[src/rtl/srr_pkg.sv]
// ----------------------------------------------------------------------------
// srr_pkg: selective-repeat receiver shared types
// State encoding, controller/datapath command and status, result codes.
// ----------------------------------------------------------------------------
package srr_pkg;

	localparam int PAYLOAD_BYTES = 20;
	localparam int HIGH_BYTES    = PAYLOAD_BYTES - 16;
	localparam int ENTRY_W       = 8 * PAYLOAD_BYTES;

	localparam logic KIND_ACK = 1'b0;
	localparam logic KIND_DLV = 1'b1;

	typedef enum logic [2:0] {
		S_IDLE,
		S_SUM,
		S_CHK,
		S_ACK,
		S_DRAIN
	} state_t;

	typedef struct packed {
		logic load;
		logic store;
		logic emit_ack;
		logic emit_dlv;
	} cmd_t;

	typedef struct packed {
		logic good;
		logic in_win;
		logic old;
		logic out_free;
		logic head_valid;
		logic next_valid;
	} sts_t;

endpackage

[src/rtl/srr_ctrl.sv]
// ----------------------------------------------------------------------------
// srr_ctrl: selective-repeat receiver controller
// Sequences check, acknowledge and in-order drain for one packet at a time.
// ----------------------------------------------------------------------------
module srr_ctrl (
	input  logic          clk,
	input  logic          arst_n,
	input  logic          in_valid,
	output logic          in_ready,
	input  srr_pkg::sts_t sts,
	output srr_pkg::cmd_t cmd
);

	srr_pkg::state_t state_q;
	srr_pkg::state_t state_d;

	always_ff @(posedge clk or negedge arst_n) begin
		if (!arst_n) begin
			state_q <= srr_pkg::S_IDLE;
		end else begin
			state_q <= state_d;
		end
	end

	always_comb begin
		state_d = state_q;
		case (state_q)
			srr_pkg::S_IDLE: begin
				if (in_valid) begin
					state_d = srr_pkg::S_SUM;
				end
			end
			srr_pkg::S_SUM: begin
				state_d = srr_pkg::S_CHK;
			end
			srr_pkg::S_CHK: begin
				if (sts.good && (sts.in_win || sts.old)) begin
					state_d = srr_pkg::S_ACK;
				end else begin
					state_d = srr_pkg::S_IDLE;
				end
			end
			srr_pkg::S_ACK: begin
				if (sts.out_free) begin
					state_d = sts.head_valid ? srr_pkg::S_DRAIN : srr_pkg::S_IDLE;
				end
			end
			srr_pkg::S_DRAIN: begin
				if (sts.out_free) begin
					state_d = sts.next_valid ? srr_pkg::S_DRAIN : srr_pkg::S_IDLE;
				end
			end
			default: begin
				state_d = srr_pkg::S_IDLE;
			end
		endcase
	end

	always_comb begin
		in_ready     = 1'b0;
		cmd          = '0;
		case (state_q)
			srr_pkg::S_IDLE: begin
				in_ready = 1'b1;
				cmd.load = in_valid;
			end
			srr_pkg::S_CHK: begin
				cmd.store = sts.good && sts.in_win;
			end
			srr_pkg::S_ACK: begin
				cmd.emit_ack = sts.out_free;
			end
			srr_pkg::S_DRAIN: begin
				cmd.emit_dlv = sts.out_free;
			end
			default: begin
				cmd = '0;
			end
		endcase
	end

endmodule

[src/rtl/srr_dpath.sv]
// ----------------------------------------------------------------------------
// srr_dpath: selective-repeat receiver datapath
// Packet capture, checksum, window slot memory and result register.
// ----------------------------------------------------------------------------
module srr_dpath #(
	parameter int WINDOW   = 16,
	parameter int SEQ_BITS = 16
) (
	input  logic          clk,
	input  logic          arst_n,
	input  srr_pkg::cmd_t cmd,
	output srr_pkg::sts_t sts,
	input  logic [15:0]   seq_number,
	input  logic [31:0]   ack_number,
	input  logic [31:0]   check_value,
	input  logic [63:0]   data_word_low,
	input  logic [63:0]   data_word_mid,
	input  logic [31:0]   data_word_high,
	output logic          out_valid,
	input  logic          out_ready,
	output logic          result_kind,
	output logic [15:0]   result_seq,
	output logic [15:0]   ack_check,
	output logic [63:0]   out_word_low,
	output logic [63:0]   out_word_mid,
	output logic [31:0]   out_word_high,
	output logic          last_of_run
);

	localparam int IW = (WINDOW > 1) ? $clog2(WINDOW) : 1;
	localparam int PW = IW + 1;
	localparam int DW = SEQ_BITS + 9;
	localparam logic SEQ_OK = ((64'(1) << SEQ_BITS) >= 64'(WINDOW));

	function automatic logic signed [10:0] byte_sum8(input logic [63:0] w);
		logic signed [10:0] s;
		s = '0;
		for (int i = 0; i < 8; i++) begin
			s = s + 11'(signed'(w[8*i +: 8]));
		end
		return s;
	endfunction

	// captured packet
	logic [SEQ_BITS-1:0]        seq_q;
	logic [31:0]                ack_q;
	logic [31:0]                chk_q;
	logic [srr_pkg::ENTRY_W-1:0] data_q;

	// checksum stage
	logic signed [12:0]  psum_s1;
	logic [31:0]         sa_s1;
	logic [SEQ_BITS-1:0] dist_s1;

	// window state
	logic [SEQ_BITS-1:0]         exp_q;
	logic [IW-1:0]               head_q;
	logic [WINDOW-1:0]           valid_q;
	logic [srr_pkg::ENTRY_W-1:0] mem [WINDOW];
	logic [srr_pkg::ENTRY_W-1:0] rd_q;

	logic [31:0]   seq_in32;
	logic [31:0]   seq32;
	logic [31:0]   seq_inc32;
	logic [31:0]   exp32;
	logic [31:0]   total;
	logic [DW-1:0] dist_x;
	logic [PW-1:0] phys_sum;
	logic [IW-1:0] phys;
	logic [IW-1:0] head_inc;
	logic [IW-1:0] rd_addr;

	assign seq_in32  = 32'(seq_number);
	assign seq32     = 32'(seq_q);
	assign seq_inc32 = 32'(seq_q + SEQ_BITS'(1));
	assign exp32     = 32'(exp_q);

	always_ff @(posedge clk) begin
		if (cmd.load) begin
			seq_q  <= seq_in32[SEQ_BITS-1:0];
			ack_q  <= ack_number;
			chk_q  <= check_value;
			data_q <= {data_word_high, data_word_mid, data_word_low};
		end
		psum_s1 <= 13'(byte_sum8(data_q[63:0])) + 13'(byte_sum8(data_q[127:64]))
			+ 13'(byte_sum8({32'b0, data_q[159:128]}));
		sa_s1   <= seq32 + ack_q;
		dist_s1 <= seq_q - exp_q;
	end

	assign total    = sa_s1 + 32'(psum_s1);
	assign dist_x   = DW'(dist_s1);
	assign phys_sum = PW'(head_q) + PW'(dist_x[IW-1:0]);
	assign phys     = (phys_sum >= PW'(WINDOW)) ? IW'(phys_sum - PW'(WINDOW))
	                                            : phys_sum[IW-1:0];
	assign head_inc = (head_q == IW'(WINDOW - 1)) ? '0 : head_q + IW'(1);
	assign rd_addr  = cmd.emit_dlv ? head_inc : head_q;

	assign sts.good       = (total == chk_q);
	assign sts.in_win     = (dist_x < DW'(WINDOW));
	assign sts.old        = SEQ_OK && ((dist_x + DW'(WINDOW)) >= (DW'(1) << SEQ_BITS));
	assign sts.out_free   = !out_valid || out_ready;
	assign sts.head_valid = valid_q[head_q];
	assign sts.next_valid = valid_q[head_inc] && (head_inc != head_q);

	// slot memory; duplicates keep the held copy
	always_ff @(posedge clk) begin
		if (cmd.store && !valid_q[phys]) begin
			mem[phys] <= data_q;
		end
		rd_q <= mem[rd_addr];
	end

	always_ff @(posedge clk or negedge arst_n) begin
		if (!arst_n) begin
			valid_q <= '0;
			exp_q   <= '0;
			head_q  <= '0;
		end else begin
			if (cmd.store) begin
				valid_q[phys] <= 1'b1;
			end
			if (cmd.emit_dlv) begin
				valid_q[head_q] <= 1'b0;
				exp_q           <= exp_q + SEQ_BITS'(1);
				head_q          <= head_inc;
			end
		end
	end

	always_ff @(posedge clk or negedge arst_n) begin
		if (!arst_n) begin
			out_valid <= 1'b0;
		end else if (cmd.emit_ack || cmd.emit_dlv) begin
			out_valid <= 1'b1;
		end else if (out_ready) begin
			out_valid <= 1'b0;
		end
	end

	always_ff @(posedge clk) begin
		if (cmd.emit_ack) begin
			result_kind   <= srr_pkg::KIND_ACK;
			result_seq    <= seq32[15:0];
			ack_check     <= seq_inc32[15:0];
			out_word_low  <= '0;
			out_word_mid  <= '0;
			out_word_high <= '0;
			last_of_run   <= !valid_q[head_q];
		end else if (cmd.emit_dlv) begin
			result_kind   <= srr_pkg::KIND_DLV;
			result_seq    <= exp32[15:0];
			ack_check     <= '0;
			out_word_low  <= rd_q[63:0];
			out_word_mid  <= rd_q[127:64];
			out_word_high <= rd_q[159:128];
			last_of_run   <= !sts.next_valid;
		end
	end

endmodule

[src/rtl/selective_repeat_receiver.sv]
// ----------------------------------------------------------------------------
// selective_repeat_receiver: selective-repeat ARQ receive window
// Checks each packet, acknowledges it, buffers it and delivers in order.
// ----------------------------------------------------------------------------
// The ack beat is registered from the ack state, after the sum and check states,
// and waits in the ack state while the output is held. A new packet is taken
// only after the last one is done; a good packet's deliveries follow its ack (one
// per cycle while the output is taken), and a dropped packet ends after check.
// Reset: asynchronous; clears the window valid bits, expected number and
// output valid at once. Slot memory is not cleared.
module selective_repeat_receiver #(
	parameter int WINDOW   = 16,
	parameter int SEQ_BITS = 16
) (
	input  logic        clk,
	input  logic        arst_n,
	input  logic        in_valid,
	output logic        in_ready,
	input  logic [15:0] seq_number,
	input  logic [31:0] ack_number,
	input  logic [31:0] check_value,
	input  logic [63:0] data_word_low,
	input  logic [63:0] data_word_mid,
	input  logic [31:0] data_word_high,
	output logic        out_valid,
	input  logic        out_ready,
	output logic        result_kind,
	output logic [15:0] result_seq,
	output logic [15:0] ack_check,
	output logic [63:0] out_word_low,
	output logic [63:0] out_word_mid,
	output logic [31:0] out_word_high,
	output logic        last_of_run
);

	srr_pkg::cmd_t cmd;
	srr_pkg::sts_t sts;

	srr_ctrl u_ctrl (
		.clk      (clk),
		.arst_n   (arst_n),
		.in_valid (in_valid),
		.in_ready (in_ready),
		.sts      (sts),
		.cmd      (cmd)
	);

	srr_dpath #(
		.WINDOW   (WINDOW),
		.SEQ_BITS (SEQ_BITS)
	) u_dpath (
		.clk            (clk),
		.arst_n         (arst_n),
		.cmd            (cmd),
		.sts            (sts),
		.seq_number     (seq_number),
		.ack_number     (ack_number),
		.check_value    (check_value),
		.data_word_low  (data_word_low),
		.data_word_mid  (data_word_mid),
		.data_word_high (data_word_high),
		.out_valid      (out_valid),
		.out_ready      (out_ready),
		.result_kind    (result_kind),
		.result_seq     (result_seq),
		.ack_check      (ack_check),
		.out_word_low   (out_word_low),
		.out_word_mid   (out_word_mid),
		.out_word_high  (out_word_high),
		.last_of_run    (last_of_run)
	);

	a_one_packet: assert property (@(posedge clk) disable iff (!arst_n)
		in_valid && in_ready |=> !in_ready)
		else $error("input taken while a packet is in progress");

	a_ack_payload: assert property (@(posedge clk) disable iff (!arst_n)
		out_valid && (result_kind == srr_pkg::KIND_ACK) |->
		(out_word_low == '0) && (out_word_mid == '0) && (out_word_high == '0))
		else $error("ack beat carries payload");

	a_dlv_check: assert property (@(posedge clk) disable iff (!arst_n)
		out_valid && (result_kind == srr_pkg::KIND_DLV) |-> (ack_check == '0))
		else $error("delivery beat carries ack check");

	a_emit_one: assert property (@(posedge clk) disable iff (!arst_n)
		!(cmd.emit_ack && cmd.emit_dlv) && !(cmd.store && cmd.emit_dlv))
		else $error("conflicting datapath commands");

endmodule
[config.mk]
export PLATFORM = sky130hd
export DESIGN_NAME = selective_repeat_receiver
export DESIGN_NICKNAME = d
export VERILOG_FILES = /design/src/rtl/srr_pkg.sv /design/src/rtl/srr_ctrl.sv /design/src/rtl/srr_dpath.sv /design/src/rtl/selective_repeat_receiver.sv
export SDC_FILE = /design/constraint.sdc
export NUM_CORES = 2
export LEC_CHECK = 0
export ABC_AREA = 1
export BUFFER_PORTS_ARGS = -buffer_cell sky130_fd_sc_hd__buf_4
export CORE_MARGIN = 2
export CORE_UTILIZATION = 60
export CTS_BUF_LIST = sky130_fd_sc_hd__clkbuf_8 sky130_fd_sc_hd__clkbuf_16
export DETAILED_ROUTE_END_ITERATION = 10
export GPL_TIMING_DRIVEN = 1
export PLACE_DENSITY = 0.77
export SLEW_MARGIN = 0
export SYNTH_ARGS = -nofsm -noshare
export SYNTH_HDL_FRONTEND = slang
export SYNTH_SLANG_ARGS = --single-unit
[constraint.sdc]
create_clock -name clk -period 27.9 [get_ports clk]
set_input_delay 2.79 -clock clk [delete_from_list [all_inputs] [get_ports clk]]
set_output_delay 2.79 -clock clk [all_outputs]
set_load 0.05 [all_outputs]
==> metrics.md <==
| Metric | Value |
|---|---|
| Status | `finished clean` |
| FF-to-FF Start | `u_dpath.data_q[1]$_DFFE_PP_` |
| Postcts setup bufs | `0` |
| Largest net degree at the start of global routing | `309` |
| Standard-cell rows | `170` |
| Post-synth EDFFs | `2833` |
| I/O pin cnt | `440` |
| Final hold viol count | `0` |
| R2R depth | `27` |
| Min-delay worst type | `reg2reg` |
| Initial antenna violation count | `18` |
| Ys async rst share | `0.0123` |
| Min-delay src | `u_dpath.rd_q[65]$_DFF_P_` |
| Register area | `approximately 0.094 sq mm` |
| Vias/cell | `6.40` |
| RSZ-0062 raised after global routing | `false` |
| Detailed Route Iter0 Violations | `approximately 13000` |
| Worst EP required | `28680 ps` |
| Total length of routed met2 wires | `about 160000 microns` |
| DP HPWL | `186000 microns` |
| Syn Nets | `10600` |
| Setup Total Neg Slack | `0 ps` |
| Net count, final | `10900` |
| Startpoint Class | `flop` |
| Arrival @ worst endpoint | `a little over 9000 ps` |
| Final ANT Viol Nets | `0` |
| CORE AREA | `around 0.21 sq mm` |
| Post-synth top cells | `edfxtp_1, nor2_1, o21ai_0` |
| Final min period | `8320 ps` |
| Number of global-route vias before repair | `83000` |
| CTS max path bufs | `4` |
| RR Endpoint | `u_dpath.psum_s1[11]$_DFF_P_` |
| Setup CP Type | `reg2reg` |
| Most common cell in the netlist | `edfxtp_1` |
| GRT overflow | `0` |
| R2R setup slack | `19580 ps` |
| DR vias | `86200` |
| FILL cells | `14100` |
| Final count of negative-setup-slack endpoints | `0` |
| Synth Cell Area | `0.129 sq mm` |
| WL met3 | `41600 microns` |
| CP endpoint kind | `flop` |
| Mapped Cells | `10100` |
| Clk slew on worst S/H paths | `approximately 60 ps` |
| Tcrit/Tclk final | `0.298` |
| Met1 Routed Length | `131000 microns` |
| Initial Util | `0.602` |
| First-pass GRT wire length | `515000 microns` |
| Die Wd | `around 470 microns` |
| I/O Buffers | `about 440` |
| Cell taking the most area after synthesis | `edfxtp_1` |
| Hold Path Sink | `u_dpath.out_word_mid[1]$_SDFFE_PP0P_` |
| CP startpoint | `u_dpath.data_q[1]$_DFFE_PP_` |
| H-tree depth reported by CTS | `5` |
| Top sig layer | `met5` |
| GPL Wtd Cong | `about 0.90` |
| GR Util All Layers | `0.316` |
| Synth cell types | `slightly below 60` |
| CTS Root Cell | `clkbuf_16` |
| WHS Path Cells | `2` |
| Top_reg_cell synth | `edfxtp_1` |
| Post-synth top area share | `0.660` |
| Hold Worst Slack | `436 ps` |
| Warnings, synthesis | `0` |
| Sequential area share after synthesis | `0.727` |
| Least-Margin Pin Slew | `1440 ps` |
| CTS tree | `yes` |
| Clock Latency Late Sink | `980 ps` |
| DR WL/cell | `26.2 microns` |
| Syn_area_per_cell | `12.8 sq um` |
| Die Ht | `468 microns` |
| Register bit total from synthesis | `3255` |
| CTS sink count | `~3300` |
| DRT Pass-1 Iters | `8` |
| TritonCTS Buffers | `333` |
| Share of cells above drive strength 1 | `0.104` |
| Routed WL | `353000 microns` |
| Slew headroom | `0.0411` |
| Max Fclk | `0.120 GHz` |
| Area grow syn2layout | `12.5%` |
| Die ar. | `around 0.22 sq mm` |
| Pins Over Slew Limit | `0` |
| # DRC | `0` |
| Post_cts resized | `0` |
| Max Cap Viol | `0` |
| Synth top area cells | `edfxtp_1, dfxtp_1, o21ai_0` |
| Final Skew | `82.5 ps` |
| Hold Buf Count CTS | `0` |
| Area occupied by multi-input gates | `0.0312 sq mm` |
| Crit-path max FO | `17` |
==> worst max path at each step <==
stage / cells past startpoint / to
6_report: 27 / u_dpath.psum_s1[11]$_DFF_P_
4_1_cts: 26 / u_dpath.psum_s1[11]$_DFF_P_
2_1_floorplan: 2 / u_dpath.ack_q[0]$_DFFE_PP_
5_1_grt: 14 / u_dpath.rd_q[124]$_DFF_P_
3_3_place_gp: 14 / u_dpath.rd_q[126]$_DFF_P_
3_5_place_dp: 14 / u_dpath.rd_q[122]$_DFF_P_
==> area by class of cell <==
cell class / count / area share
repair buffers: 550 / 0.0297
clock inverters: 214 / 0.0109
clock buffers: 378 / 0.0623
diodes: 6 / 0.000103
multi-input cells: 5783 / 0.215
inverters: 441 / 0.0117
well taps: 2838 / 0.0245
flip-flops and latches: 3255 / 0.646
==> registers in the layout, summed over array words and instances (netlist names) <==
name	flops
u_dpath.data_q	160
u_dpath.result_seq	16
u_dpath.psum_s1	13
u_dpath.out_valid	1
u_ctrl.state_q	3
u_dpath.head_q	4
u_dpath.mem	2560
u_dpath.dist_s1	16
u_dpath.last_of_run	1
u_dpath.exp_q	16
u_dpath.seq_q	16
u_dpath.out_word_low	64
u_dpath.valid_q	16
u_dpath.sa_s1	32
u_dpath.rd_q	160
u_dpath.ack_check	16
u_dpath.out_word_mid	64
u_dpath.result_kind	1
u_dpath.chk_q	32
u_dpath.ack_q	32
u_dpath.out_word_high	32
==> per-layer routing <==
layer,vias to the layer above,GRT usage
met3,991,0.0587
met4,20,0.146
met1,42000,0.434
met5,-,0
li1,37200,-
met2,5951,0.495
==> through the flow <==
| stage | std cells | area (sq um) | utilization | setup slack, ps |
|---|---|---|---|---|
| after floorplan | 10100 | 129000 | - | 7900 |
| after global placement | 12900 | 135000 | 0.628 | 19170 |
| after detailed placement | 12900 | 135000 | 0.628 | 18980 |
| after CTS | 13500 | 145000 | 0.678 | 19820 |
| after global routing | 13500 | 145000 | 0.678 | 19340 |
| final | 13500 | 145000 | 0.678 | 19580 |
==> cells by family after synthesis <==
group	after synthesis	share of synthesized area
flip-flops	3255	0.727
AO/OA/AOI/OAI	2825	0.122
AND/OR/NAND/NOR	2566	0.0783
buffers and inverters	1037	0.0326
adder cells (fa/ha/maj)	252	0.0313
XOR/XNOR	140	0.00951
==> cells in the final DEF (no fill, tap or decap), drive strengths merged, types with 3 or more instances in the layout <==
cell type and instances:
dfxtp 382, nor3 30, or2 3, fa 118
clkinvlp 4, xnor2 56, dfrtp 40, edfxtp 2833
nand2 733, nand4 33, clkinv 95, diode 6
o21a 3, o22ai 643, o21ai 1662, a21boi 3
nand3 96, o211ai 49, o21bai 16, nor2 1648
nand3b 8, xor2 84, a21o 3, a31oi 5
and2 3, clkbuf 378, nor4 9, a21oi 301
buf 550, inv 534, a22oi 7, o221ai 122
bufinv 22, ha 134
==> critical path: stages (launching register included) <==
cell      delay [ps]
edfxtp_1         650
inv_1            200
fa_1             500
inv_1             90
ha_1             210
inv_1             80
fa_1             450
xnor2_1          470
fa_1             530
inv_1            140
fa_1             420
inv_1             90
fa_1             460
fa_1             430
xnor2_1          650
fa_1             530
inv_1             70
ha_1             290
a21oi_1          160
o21ai_0          170
a21oi_1          180
o21bai_1         120
a21o_1           170
a21oi_1          190
nor2_1            70
o21ai_0          170
nand2_1          100
xor2_1           510
Power is not shown: default switching activity piles up to over one toggle a cycle in this logic, so the estimate is an artifact.
